--- config.mk ---
export PLATFORM = sky130hd
export DESIGN_NAME = msb_first_bit_packer_core
export DESIGN_NICKNAME = d
export VERILOG_FILES = /design/src/hdl/mbp_pkg.sv /design/src/hdl/mbp_front.sv /design/src/hdl/mbp_back.sv /design/src/hdl/msb_first_bit_packer_core.sv
export SDC_FILE = /design/constraint.sdc
export NUM_CORES = 1
export LEC_CHECK = 0
export BUFFER_PORTS_ARGS = -buffer_cell sky130_fd_sc_hd__clkbuf_2
export CELL_PAD_IN_SITES_DETAIL_PLACEMENT = 2
export CELL_PAD_IN_SITES_GLOBAL_PLACEMENT = 2
export CORE_MARGIN = 5
export CORE_UTILIZATION = 41
export DETAILED_ROUTE_END_ITERATION = 16
export PLACE_DENSITY_LB_ADDON = 0.05
export RECOVER_POWER = 50
export SLEW_MARGIN = 15
export SYNTH_ARGS = -nofsm -noshare
export SYNTH_HDL_FRONTEND = slang
export SYNTH_SLANG_ARGS = --single-unit
--- constraint.sdc ---
create_clock -name clock -period 5.2 [get_ports clock]
set_input_delay 0 -clock clock [delete_from_list [all_inputs] [get_ports clock]]
set_output_delay 0 -clock clock [all_outputs]
set_load 0.02 [all_outputs]
--- src/hdl/mbp_pkg.sv ---
`default_nettype none
// ----------------------------------------------------------------------------
// mbp_pkg
// shared types and constants of the msb-first bit packer
// ----------------------------------------------------------------------------
package mbp_pkg;

   localparam int MAX_WRITE_BITS  = 32;
   localparam int VALUE_BITS      = 32;
   localparam int COUNT_BITS      = 6;
   localparam int BYTE_BITS       = 8;
   localparam int FILL_BITS       = 3;
   localparam int WORD_BITS       = VALUE_BITS + BYTE_BITS;
   localparam int BYTE_CNT_BITS   = 3;
   localparam int CMD_QUEUE_DEPTH = 2;

   localparam logic OP_APPEND = 1'b0;
   localparam logic OP_FLUSH  = 1'b1;

   typedef struct packed {
      logic                  op;
      logic [VALUE_BITS-1:0] bits_value;
      logic [COUNT_BITS-1:0] bit_count;
   } req_type;

   typedef struct packed {
      logic [BYTE_BITS-1:0] out_byte;
      logic                 last;
   } rsp_type;

   // classified command between front and back
   typedef struct packed {
      logic                  flush;
      logic [COUNT_BITS-1:0] count;
      logic [VALUE_BITS-1:0] value;
   } cmd_type;

   typedef struct packed {
      logic    valid;
      cmd_type cmd;
   } cmd_link_type;

endpackage : mbp_pkg
`default_nettype wire

--- src/hdl/mbp_front.sv ---
`default_nettype none
// ----------------------------------------------------------------------------
// mbp_front
// accepts request items, saturates and masks them, drops empty writes and
// holds the commands in a short queue for the back end
// ----------------------------------------------------------------------------
module mbp_front (
   input  wire                   clock,
   input  wire                   reset,
   input  wire                   req_push,
   output logic                  req_full,
   input  wire  mbp_pkg::req_type req_data,
   output mbp_pkg::cmd_link_type cmd_link,
   input  wire                   cmd_pop
);

   localparam int DEPTH = mbp_pkg::CMD_QUEUE_DEPTH;
   localparam int PTR_W = (DEPTH > 1) ? $clog2(DEPTH) : 1;
   localparam int CNT_W = $clog2(DEPTH + 1);
   localparam logic [PTR_W-1:0] LAST_PTR = PTR_W'(DEPTH - 1);
   localparam logic [CNT_W-1:0] FULL_CNT = CNT_W'(DEPTH);

   mbp_pkg::cmd_type       q_ff [DEPTH];
   logic [PTR_W-1:0]       wr_ptr_ff, wr_ptr_in;
   logic [PTR_W-1:0]       rd_ptr_ff, rd_ptr_in;
   logic [CNT_W-1:0]       cnt_ff, cnt_in;

   mbp_pkg::cmd_type       cmd_new;
   logic [mbp_pkg::COUNT_BITS-1:0] count_sat;
   logic [mbp_pkg::VALUE_BITS-1:0] value_mask;
   logic                   accept;
   logic                   enq;
   logic                   deq;

   assign req_full = (cnt_ff == FULL_CNT);
   assign accept   = req_push && !req_full;

   always_comb begin
      if (req_data.bit_count > mbp_pkg::COUNT_BITS'(mbp_pkg::MAX_WRITE_BITS)) begin
         count_sat = mbp_pkg::COUNT_BITS'(mbp_pkg::MAX_WRITE_BITS);
      end else begin
         count_sat = req_data.bit_count;
      end
      if (count_sat >= mbp_pkg::COUNT_BITS'(mbp_pkg::VALUE_BITS)) begin
         value_mask = '1;
      end else begin
         value_mask = ~({mbp_pkg::VALUE_BITS{1'b1}} << count_sat);
      end
      cmd_new.flush = (req_data.op == mbp_pkg::OP_FLUSH);
      cmd_new.count = count_sat;
      cmd_new.value = req_data.bits_value & value_mask;
   end

   // a write of zero bits changes nothing and is not queued
   assign enq = accept && (cmd_new.flush || (count_sat != '0));
   assign deq = cmd_pop && (cnt_ff != '0);

   always_comb begin
      wr_ptr_in = wr_ptr_ff;
      rd_ptr_in = rd_ptr_ff;
      cnt_in    = cnt_ff;
      if (enq) begin
         wr_ptr_in = (wr_ptr_ff == LAST_PTR) ? '0 : wr_ptr_ff + 1'b1;
      end
      if (deq) begin
         rd_ptr_in = (rd_ptr_ff == LAST_PTR) ? '0 : rd_ptr_ff + 1'b1;
      end
      if (enq && !deq) begin
         cnt_in = cnt_ff + 1'b1;
      end else if (deq && !enq) begin
         cnt_in = cnt_ff - 1'b1;
      end
   end

   always_ff @(posedge clock) begin
      if (reset) begin
         wr_ptr_ff <= '0;
         rd_ptr_ff <= '0;
         cnt_ff    <= '0;
      end else begin
         wr_ptr_ff <= wr_ptr_in;
         rd_ptr_ff <= rd_ptr_in;
         cnt_ff    <= cnt_in;
      end
   end

   always_ff @(posedge clock) begin
      if (enq) begin
         q_ff[wr_ptr_ff] <= cmd_new;
      end
   end

   assign cmd_link.valid = (cnt_ff != '0);
   assign cmd_link.cmd   = q_ff[rd_ptr_ff];

endmodule : mbp_front
`default_nettype wire

--- src/hdl/mbp_back.sv ---
`default_nettype none
// ----------------------------------------------------------------------------
// mbp_back
// merges queued commands into the partial byte and shifts out the finished
// bytes one per cycle through a result register while that register has room
// ----------------------------------------------------------------------------
module mbp_back (
   input  wire                          clock,
   input  wire                          reset,
   input  wire  mbp_pkg::cmd_link_type  cmd_link,
   output logic                         cmd_pop,
   output logic                         rsp_empty,
   input  wire                          rsp_pop,
   output mbp_pkg::rsp_type             rsp_data
);

   localparam int VW = mbp_pkg::VALUE_BITS;
   localparam int BW = mbp_pkg::BYTE_BITS;
   localparam int WW = mbp_pkg::WORD_BITS;
   localparam int CW = mbp_pkg::COUNT_BITS;
   localparam int FW = mbp_pkg::FILL_BITS;
   localparam int NW = mbp_pkg::BYTE_CNT_BITS;

   logic                busy_ff, busy_in;
   logic [WW-1:0]       word_ff, word_in;
   logic [NW-1:0]       left_ff, left_in;
   logic [BW-1:0]       partial_ff, partial_in;
   logic [FW-1:0]       fill_ff, fill_in;
   logic                out_valid_ff, out_valid_in;
   mbp_pkg::rsp_type    out_ff, out_in;

   logic                out_room;
   logic                load;
   logic [CW-1:0]       lshift;
   logic [VW-1:0]       v_align;
   logic [WW-1:0]       merged;
   logic [CW-1:0]       total;
   logic [NW-1:0]       nbytes;
   logic [BW-1:0]       tail_byte;
   logic [BW-1:0]       flush_byte;
   logic [FW:0]         rshift;

   assign out_room = !out_valid_ff || rsp_pop;
   assign load     = !busy_ff && cmd_link.valid;
   assign cmd_pop  = load;

   // new bits left-aligned, then placed right after the bits already held
   always_comb begin
      lshift    = CW'(VW) - cmd_link.cmd.count;
      v_align   = cmd_link.cmd.value << lshift;
      merged    = {partial_ff, {VW{1'b0}}} | ({v_align, {BW{1'b0}}} >> fill_ff);
      total     = CW'(fill_ff) + cmd_link.cmd.count;
      nbytes    = total[CW-1:FW];
      tail_byte = merged[WW-1 -: BW];
      case (nbytes)
         3'd0:    tail_byte = merged[WW-1 -: BW];
         3'd1:    tail_byte = merged[WW-1-BW -: BW];
         3'd2:    tail_byte = merged[WW-1-2*BW -: BW];
         3'd3:    tail_byte = merged[WW-1-3*BW -: BW];
         3'd4:    tail_byte = merged[WW-1-4*BW -: BW];
         default: tail_byte = '0;
      endcase
      rshift     = (FW+1)'(BW) - {1'b0, fill_ff};
      flush_byte = partial_ff >> rshift;
   end

   always_comb begin
      busy_in      = busy_ff;
      word_in      = word_ff;
      left_in      = left_ff;
      partial_in   = partial_ff;
      fill_in      = fill_ff;
      out_valid_in = out_valid_ff && !rsp_pop;
      out_in       = out_ff;

      if (busy_ff && out_room) begin
         out_valid_in    = 1'b1;
         out_in.out_byte = word_ff[WW-1 -: BW];
         out_in.last     = (left_ff == NW'(1));
         word_in         = word_ff << BW;
         left_in         = left_ff - 1'b1;
         busy_in         = (left_ff != NW'(1));
      end

      if (load) begin
         if (cmd_link.cmd.flush) begin
            // leftover bits go out right-aligned
            busy_in    = (fill_ff != '0);
            word_in    = {flush_byte, {VW{1'b0}}};
            left_in    = NW'(1);
            partial_in = '0;
            fill_in    = '0;
         end else begin
            busy_in    = (nbytes != '0);
            word_in    = merged;
            left_in    = nbytes;
            partial_in = tail_byte;
            fill_in    = total[FW-1:0];
         end
      end
   end

   always_ff @(posedge clock) begin
      if (reset) begin
         busy_ff      <= 1'b0;
         left_ff      <= '0;
         partial_ff   <= '0;
         fill_ff      <= '0;
         out_valid_ff <= 1'b0;
      end else begin
         busy_ff      <= busy_in;
         left_ff      <= left_in;
         partial_ff   <= partial_in;
         fill_ff      <= fill_in;
         out_valid_ff <= out_valid_in;
      end
   end

   always_ff @(posedge clock) begin
      word_ff <= word_in;
      out_ff  <= out_in;
   end

   assign rsp_empty = !out_valid_ff;
   assign rsp_data  = out_ff;

endmodule : mbp_back
`default_nettype wire

--- src/hdl/msb_first_bit_packer_core.sv ---
`default_nettype none
// ----------------------------------------------------------------------------
// msb_first_bit_packer_core
// packs variable-length bit fields msb first into bytes
// ----------------------------------------------------------------------------
// usage: push request items while full is low. an append item adds the low
// bit_count bits (0 to 32, larger counts saturate) of bits_value to the
// stream; a flush item sends any 1 to 7 leftover bits as one right-aligned
// byte and clears the partial byte. appends of zero bits are dropped at the
// input. results are read like a queue: while rsp_empty is low the oldest
// byte sits on rsp_data, and pop takes it; last marks the final byte an item
// produced.
// path: a byte that an item completes passes the command queue, the merge
// word register and the result register before it shows on rsp_data.
// flow: the merge unit loads an item only when idle, then emits its bytes one
// per cycle while the result register has room; a 32-bit write closes four
// bytes. the two-entry command queue lets new items enter meanwhile.
// reset clears the queue, the partial byte and the result register. when
// the receiver stalls, the result register holds its byte, the merge unit
// waits, and full rises once the command queue has filled.
// ----------------------------------------------------------------------------
module msb_first_bit_packer_core (
   input  wire                    clock,
   input  wire                    reset,
   input  wire                    req_push,
   output logic                   req_full,
   input  wire  mbp_pkg::req_type req_data,
   output logic                   rsp_empty,
   input  wire                    rsp_pop,
   output mbp_pkg::rsp_type       rsp_data
);

   mbp_pkg::cmd_link_type cmd_link;
   logic                  cmd_pop;

   mbp_front u_front (
      .clock    (clock),
      .reset    (reset),
      .req_push (req_push),
      .req_full (req_full),
      .req_data (req_data),
      .cmd_link (cmd_link),
      .cmd_pop  (cmd_pop)
   );

   mbp_back u_back (
      .clock     (clock),
      .reset     (reset),
      .cmd_link  (cmd_link),
      .cmd_pop   (cmd_pop),
      .rsp_empty (rsp_empty),
      .rsp_pop   (rsp_pop),
      .rsp_data  (rsp_data)
   );

endmodule : msb_first_bit_packer_core
`default_nettype wire
* After elaboration in Yosys (flattened, before gate mapping)
Memories as Yosys holds them, arrays and structs flattened. A register that Yosys moved wholly into a read port is not among the register bits.
Cells that the tools add are included.
** Storage, ports and cells
- RAM bits :: 78
- Memories :: 1
- Flip-flop bits (word level) :: 69
- Output and inout bits :: 11
- Logic and storage cells :: 82
** Cells by class
- Reductions and logical operators :: 23
- Eq/ne operators :: 7
- Mux-type cells :: 23
- Shift-type cells :: 4
- Order comparisons :: 2
- Bitwise gates (word level) :: 3
- $add $sub $neg :: 8
** Memory list
- u_front.q_ff :: depth 2, width 39, read ports 1, clocked after memory_dff 1, write ports 1, line mbp_front.sv:23 : mbp_pkg::cmd_type q_ff [DEPTH];
** Operators by type and width (count)
- two-way mux 40 bit :: 3
- OR 40 bit :: 1
- one-hot mux 8 bit (5 select lines) :: 1
- >> shifter 40 x 3 -> 40 bit :: 1
- bitwise AND 32 bit :: 1
- two-way mux 32 bit :: 1
- NOT 32 bit :: 1
- << shifter 32 x 6 -> 32 bit :: 1
- << shifter 32 x 6 -> 32 bit (first input constant) :: 1
- two-way mux 3 bit :: 4
- two-way mux 1 bit :: 10
- logical AND 1 bit :: 8
- two-way mux 8 bit :: 1
- >> shifter 8 x 4 -> 8 bit :: 1
- adder 3 x 6 -> 6 bit :: 1
- equality test 3 x 1 -> 1 bit (second input constant) :: 2
- equality test 3 x 2 -> 1 bit (second input constant) :: 2
- greater-or-equal comparator 6 bit (second input constant) :: 1
- greater-than comparator 6 bit (second input constant) :: 1
- logical NOT 1 bit :: 6
- two-way mux 6 bit :: 1
- nonzero test 2 bit :: 3
- nonzero test 3 bit :: 2
- nonzero test 6 bit :: 1
- other kinds (12) :: 15

* Logic depth before layout (Yosys ltp)
Gate-level depths: netlist (run 1).
- Depth in word-level cells :: 9
- Depth in mapped cells :: 21

* Cells and area by module
From an unflattened synthesis (run 1), not the netlist that was laid out.
** Second synthesis, totals
- Cells, all modules :: 1065
- Area, all modules :: 10659.0 sq um
** Modules (own cells, without submodules)
- mbp_back :: times used 1, sequential area each 1761.7 sq um, cells an instance 835, area an instance 7113.1 sq um
- mbp_front :: times used 1, sequential area each 2442.3 sq um, cells an instance 230, area an instance 3545.9 sq um

* Worst setup path after synthesis (run 1)
Ideal clock, no wire load.
- Path kind :: register -> register
- From :: register (tool-made name)
- To :: register u_back.word_ff[32], data pin
- Stages on the path, launching flop included :: 21
- Buffers on the path :: 8
- Slack :: 0.594 ns
- Clock period less this slack :: 4.606 ns
- Setup time :: 0.258 ns
- Arrival :: 4.347 ns
- Path through :: dfxtp_1 > buf_6 > buf_8 > buf_8 > buf_6 > buf_6 > buf_2 > mux2i_1 > ha_1 > buf_2 > or4bb_1 > and2_4 > nand3_2 > and3_1 > buf_2 > o22ai_2 > a22o_1 > or3_1 > mux2_2 > o21ai_1 > a21oi_1
** RTL lines
- to (signal assigned) :: line mbp_back.sv:120 : word_ff <= word_in;
- to (decl) :: line mbp_back.sv:25 : logic [WW-1:0] word_ff, word_in;

==> key figures, run 1 <==
Logic synthesis
  – Net Count, Synth: 1,281
  – Ys async rst share: 0%
  – Xor-xnor portion of the synthesized cell area: 1.050%
  – Yosys cell types: 100
  – Post-synthesis adder-cell area fraction: 1.124%
  – Seq/Total Area, Yosys: 35.62%
  – Number of synthesized flops with an enable pin: 126
  – Synth Register Bits: 147
  – Cell area after synthesis: 11,800 um^2
  – Largest family of logic cells by synthesized area: compound AO/OA/AOI/OAI gates
  – Mean post-synth cell area: 9.611 um^2
  – YS warnings: 0
  – Post-synthesis mux area share: 18.26%
  – Predominant post-synthesis flop cell: edfxtp_1
  – Compound-cell area share of the yosys netlist: 22.96%
  – Post-synthesis simple-gate area fraction: 15.71%
  – Mapped Cells: 1,228

Clock network
  – Setup bufs post-CTS: 0
  – CTS tree: done
  – Worst-Skew Late Latency: 450 ps
  – Root Driver: clkbuf_16
  – H-Tree Depth: 4
  – Clk sink count: 147
  – Worst-path clk slew: 70 ps
  – Max clock buf depth: 2
  – CTS Buf Count: 17

GRT
  – Vias in the first global route: 12,120
  – Largest net degree at the start of global routing: 70
  – Initial antenna violation count: 0
  – Total GRT Usage: 32.48%
  – Global route total overflow: 0
  – First-pass GRT wire length: 80,540 um

Die
  – Core area: 28,550 um^2
  – Chip height: 179.7 um
  – Die W: 179.7 um
  – Row count: 62
  – Die area: 32,280 um^2
  – Ports: 54
  – Initial Util: 41.34%

Worst setup path
  – Slowest CP cell: buf_4
  – CP Data Arrival Time: 5280 ps
  – Max stage delay on crit path: 760 ps
  – Worst Path Max Fanout: 69
  – Crit-path cells: buf_4 > mux2i_1 > mux2i_1 > mux4_2 > a2bb2oi_1 > o22ai_2 > a22o_1 > or3_1 > mux2_2 > o21ai_1 > a21oi_1
  – Worst setup EP type: flip-flop
  – CP required: 5400 ps
  – Critical Path Source Type: flip-flop
  – Crit path kind: flip-flop to flip-flop
  – Most used cell, CP: mux2i_1

STA
  – Slew Limit Fails: 28
  – Worst slew margin: -8.525%
  – Setup Total Neg Slack: 0 ps
  – Fin crit share: 97.79%
  – Worst-Margin Slew: 1628 ps
  – Fmax: 196.6 MHz
  – Clock Skew: 12.62 ps
  – Fin crit period: 5085 ps
  – Hold Fails Final Rpt: 0
  – Final setup viols: 0

Place
  – Final Wtd Congestion: 0.9570
  – HPWL Detailed: 38,670 um
  – PortBufs: 53

Run status
  – Outcome: finished with violations
  – Failing checks: capacitance limit, slew limit

Cells and area
  – Most frequent cells in the layout: edfxtp_1, nand2_1, nor2_1
  – Nets: 1,346
  – Layout area overhead: 13.26%
  – Share of cells above drive strength 1: 17.38%
  – Final core utilization: 46.83%
  – Ant diodes: 0
  – Commonest non-fill, non-tap cell in the layout: edfxtp_1

Detailed routing
  – WL final: 53,820 um
  – Routed Antenna Nets: 0
  – Routed via count: 11,170
  – Residual DRC: 0
  – Initial drt markers: 949
  – DR vias/cell: 6.611
  – Wire per inst: 31.85 um
  – Drt pass-1 iters: 5

Power
  – Leakage: 4.785 nW
  – Worst VDD drop: 0.2944 mV
  – Pwr dens: 705.7 nW/um^2

Flow run
  – MaxCap Viol Count: 1

Hold path
  – HP Class: input port to flip-flop
-- routing by layer --
metal	vias up	global-route usage [%]	part of all wire [%]
li1	4902	-	-
met1	5763	37.59	40
met2	361	57.52	50
met3	147	4.547	3.5
met4	0	18.56	6.6
met5	-	0	0
-- worst paths after layout --
path | from | to | slack, ps | cells past startpoint
setup / recovery | flip-flop | u_back.word_ff[32] | 110 | 11
hold / removal | req_data[19] | u_front.q_ff[0][13] | 40 | 2
setup reg to reg | flip-flop | u_back.word_ff[32] | 110 | 11
hold reg to reg | u_back.word_ff[38] | u_back.rsp_data[7] | 430 | 0
-- area by class of cell --
class | count | area (um^2)
fill | 3066 | 15180
clock buffer | 17 | 425.4
timing repair buffer | 140 | 1002
tap | 384 | 480.5
clock inverter | 15 | 143.9
sequential | 147 | 4209
multi-input combinational | 960 | 7000
inverter | 27 | 106.4
-- synth_stat cells, types with 23 or more instances --
library cell	instances	area [um^2]
a21oi_1	62	310.3
mux2i_1	104	1041
nand3_1	41	205.2
nor2_1	107	401.6
o21ai_0	46	230.2
mux4_2	23	518.0
clkbuf_1	46	172.7
nor3_1	34	170.2
nand2_1	120	450.4
mux2_2	35	394.1
edfxtp_1	126	3784
-- per-stage QoR --
step | cell area (um^2) | cells | hold WS (ps) | total power [mW] | setup WS [ps]
after floorplan | 11800 | 1228 | 98.87 | 5.857 | 594.3
after global placement | 12470 | 1623 | 202.7 | 7.828 | 314.3
after detailed placement | 12470 | 1623 | 217.3 | 7.977 | 193.9
after CTS | 13370 | 1688 | 26.01 | 9.301 | 134.8
after global routing | 13370 | 1690 | 19.59 | 9.822 | -7.175
final | 13370 | 1690 | 37.62 | 9.434 | 114.7
-- kinds of logic (layout without fill, tap and decap cells) --
kind of cell | Yosys count | after routing
mux | 174 | 174
xor+xnor | 12 | 12
buf+inv | 121 | 199
fa+ha+maj | 10 | 10
flops | 147 | 147
simple gates | 394 | 394
compound gates | 370 | 370
-- sequential cells by signal (all words and copies together), names as in the netlist, named ones only --
register,cells
u_front.wr_ptr_ff,1
u_back.out_valid_ff,1
u_front.cnt_ff,2
u_back.left_ff,3
u_back.partial_ff,8
u_front.q_ff,78
u_front.rd_ptr_ff,1
u_back.busy_ff,1
u_back.fill_ff,3
u_back.word_ff,39
u_back.rsp_data,9
-- critical path: cells and delay by family (launching register included) --
| kind | cells | cell delay (ps) |
|---|---|---|
| and+or+nand+nor | 1 | 470 |
| buffers and inverters | 1 | 760 |
| muxes | 4 | 1730 |
| DFF | 1 | 570 |
| AOI/OAI and AO/OA | 5 | 1240 |
-- what timing repair did --
action,4_1_cts,5_1_grt
hold buffers,33,0
endpoints found under the hold margin,65,0
endpoints found under the setup margin,0,8
resized for setup,0,2
-- power by group --
group | total [mW] | internal, mW | switching [mW]
Combinational | 6.17 | 2.08 | 4.08
Sequential | 1.99 | 1.78 | 0.205
Clock | 1.28 | 0.671 | 0.611
(Power assumes the default switching activity.)
==> run 2: changes to the inputs <==
--- a/config.mk
+++ b/config.mk
@@ -9,7 +9,7 @@
 export CELL_PAD_IN_SITES_DETAIL_PLACEMENT = 2
 export CELL_PAD_IN_SITES_GLOBAL_PLACEMENT = 2
 export CORE_MARGIN = 5
-export CORE_UTILIZATION = 41
+export CORE_UTILIZATION = 37
 export DETAILED_ROUTE_END_ITERATION = 16
 export PLACE_DENSITY_LB_ADDON = 0.05
 export RECOVER_POWER = 50
==> constraint.sdc (replaced) <==
create_clock -name clock -period 4.4 [get_ports clock]
set_input_delay 0 -clock clock [delete_from_list [all_inputs] [get_ports clock]]
set_output_delay 0 -clock clock [all_outputs]
set_load 0.02 [all_outputs]
==> run 2 against run 1 <==
  * The flow now finishes without violations
  * Fmax rose by 19%
  * Utilization fell by 2.4 points
  * Final cell count rose by 4.0%
  * Clock skew fell by 2.6 ps
  * Worst hold slack improved by 100 ps
  * Cell area rose by 4.8%
  * Highest routed layer unchanged
==> key figures, run 2 (synthesized netlist as in run 1, its figures left out) <==
Run status
  – Outcome: finished, final reports clean

Die
  – Row count: 65 (+4.8%)
  – Ports: 54 (unchanged)
  – Core area: 31,560 um^2 (+11%)
  – Die W: 188.6 um (+5.0%)
  – Chip height: 188.6 um (+5.0%)
  – Initial Util: 37.40% (-3.9 points)
  – Die area: 35,570 um^2 (+10%)

Cells and area
  – Post-Layout Cell Count: 1,758 (+4.0%)
  – Most frequent cells in the layout: edfxtp_1, nand2_1, nor2_1
  – Largest register by flop count: u_front.q_ff
  – Nets: 1,397 (+3.8%)
  – Max reg flops: 78 (unchanged)
  – Ant diodes: 0 (unchanged)
  – Share of cells above drive strength 1: 20.87% (+3.5 points)
  – Commonest non-fill, non-tap cell in the layout: edfxtp_1
  – Layout area overhead: 18.75%

STA
  – Setup Total Neg Slack: 0 ps (unchanged)
  – Worst slew margin: 4.531% (+13 points)
  – Fmax: 234.3 MHz (+19%)
  – Fin crit period: 4268 ps (-817.3 ps)
  – Worst-Margin Slew: 1432 ps (-195.9 ps)
  – Final setup viols: 0 (unchanged)
  – Hold Fails Final Rpt: 0 (unchanged)
  – Slew Limit Fails: 0 (-100%)
  – Clock Skew: 9.985 ps (-2.633 ps)
  – Fin crit share: 97.00% (-0.79 points)

GRT
  – Met2 Use GR: 52.72% (-4.8 points)
  – First-pass GRT wire length: 78,990 um (-1.9%)
  – Largest net degree at the start of global routing: 70 (unchanged)
  – Met1 Use GR: 34.17% (-3.4 points)
  – Most used routing layer: met2
  – Met3 usage: 4.001% (-0.55 points)
  – Total GRT Usage: 29.23% (-3.3 points)
  – Initial antenna violation count: 0 (unchanged)
  – Global route total overflow: 0 (unchanged)
  – Vias in the first global route: 12,280 (+1.3%)

Clock network
  – Max clock buf depth: 2 (unchanged)
  – Clk sink count: 147 (unchanged)
  – CTS tree: done
  – Root Driver: clkbuf_16
  – Worst-path clk slew: 70 ps (about the same)
  – H-Tree Depth: 4 (unchanged)
  – Worst-Skew Late Latency: 460 ps (about the same)
  – CTS Buf Count: 17 (unchanged)

Hold path
  – Hold Path End: u_front.q_ff[1][2]
  – WHS Path Cells: 3 (+1)
  – HP Class: input port to flip-flop
  – Min-delay src: req_data[0]

Worst setup path
  – Critical Path Source Type: flip-flop
  – R2R Setup Slk: 130 ps (+20 ps)
  – CP required: 4640 ps (-760 ps)
  – Worst R2R End: u_back.word_ff[34]
  – CP Data Arrival Time: 4510 ps (-770 ps)
  – Worst setup EP type: flip-flop
  – Worst Path Max Fanout: 9 (-87%)
  – Reg2Reg Depth: 12 (+1)
  – Crit path kind: flip-flop to flip-flop

Power
  – Pwr Total: 11.82 mW (+25%)
  – Worst VDD drop: 0.3592 mV (+22%)
  – Pwr dens: 843.4 nW/um^2 (+20%)
  – Leakage: 5.101 nW (+6.6%)

Detailed routing
  – Routed Antenna Nets: 0 (unchanged)
  – Residual DRC: 0 (unchanged)
  – Wire per inst: 30.06 um (-5.6%)
  – Routed via count: 11,140 (-0.33%)
  – Drt pass-1 iters: 7 (+2)
  – Initial drt markers: 854 (-10%)
  – DR vias/cell: 6.334 (-4.2%)
  – WL final: 52,840 um (-1.8%)

Place
  – Dpl cells: 1,688 (+4.0%)
  – HPWL Detailed: 39,200 um (+1.4%)
  – PortBufs: 53 (unchanged)
  – Final Wtd Congestion: 0.9164 (-4.2%)

Flow run
  – MaxCap Viol Count: 0 (-1)
[run 2: cell types whose count changed in the layout (fill, tap and decap cells not counted), sizes merged]
cell	before	now
buf	52	102
bufinv	1	5
clkbuf	72	73
clkinv	7	6
clkinvlp	2	3
dlygate4sd3	33	34
inv	32	26
[run 2: through the flow]
stage | hold WS [ps] | cell area, um^2 | setup slack [ps] | utilization [%]
final | 138.6 | 14020 | 132.1 | 44.42
after global routing | 125.8 | 14020 | -26.30 | 44.42
after CTS | 82.49 | 13900 | 72.15 | 44.04
after detailed placement | 212.2 | 12920 | 109.8 | 40.94
after global placement | 207.9 | 12920 | 153.4 | 40.94
after floorplan | 98.87 | 11830 | 16.01 | -
[run 2: worst max-delay path, cell delays in order (launching register included)]
cell	delay, ps
dfxtp_4	460
mux2i_4	280
ha_2	350
buf_4	250
xnor2_4	160
buf_4	200
a2111oi_1	1020
o41ai_2	180
o32ai_2	280
buf_4	240
a32oi_1	120
a21o_1	220
a21oi_1	270
[run 2: power breakdown]
group / switching [mW] / internal (mW)
sequential: 0.206 / 2.10
clock: 0.629 / 1.00
combinational: 4.98 / 2.90
[run 2: worst max-delay path by stage]
stage,depth (start not counted),start,end
2_1_floorplan,20,flip-flop,u_back.word_ff[32]
3_3_place_gp,12,flip-flop,u_back.word_ff[37]
3_5_place_dp,14,flip-flop,u_back.word_ff[32]
5_1_grt,14,flip-flop,u_back.word_ff[32]
6_report,12,flip-flop,u_back.word_ff[34]
4_1_cts,12,flip-flop,u_back.word_ff[34]
[run 2: repair_timing]
item,CTS,global route
resized for setup,0,13
hold buffers,34,0
endpoints found under the hold margin,67,0
setup buffers,0,2
setup endpoints to repair,0,17
[run 2: area by class of cell]
type	count	area (um^2)
Fill cell	3345	17540
Multi-Input combinational cell	960	7066
Sequential cell	147	4209
Timing Repair Buffer	191	1495
Tap cell	402	503.0
Clock buffer	18	429.2
Clock inverter	13	207.7
Inverter	27	106.4
[run 2: per-layer routing]
metal | vias to the layer above | wire length [um]
met5 | - | 0
li1 | 5002 | -
met2 | 304 | 27090
met4 | 0 | 2785
met1 | 5699 | 21300
met3 | 131 | 1669
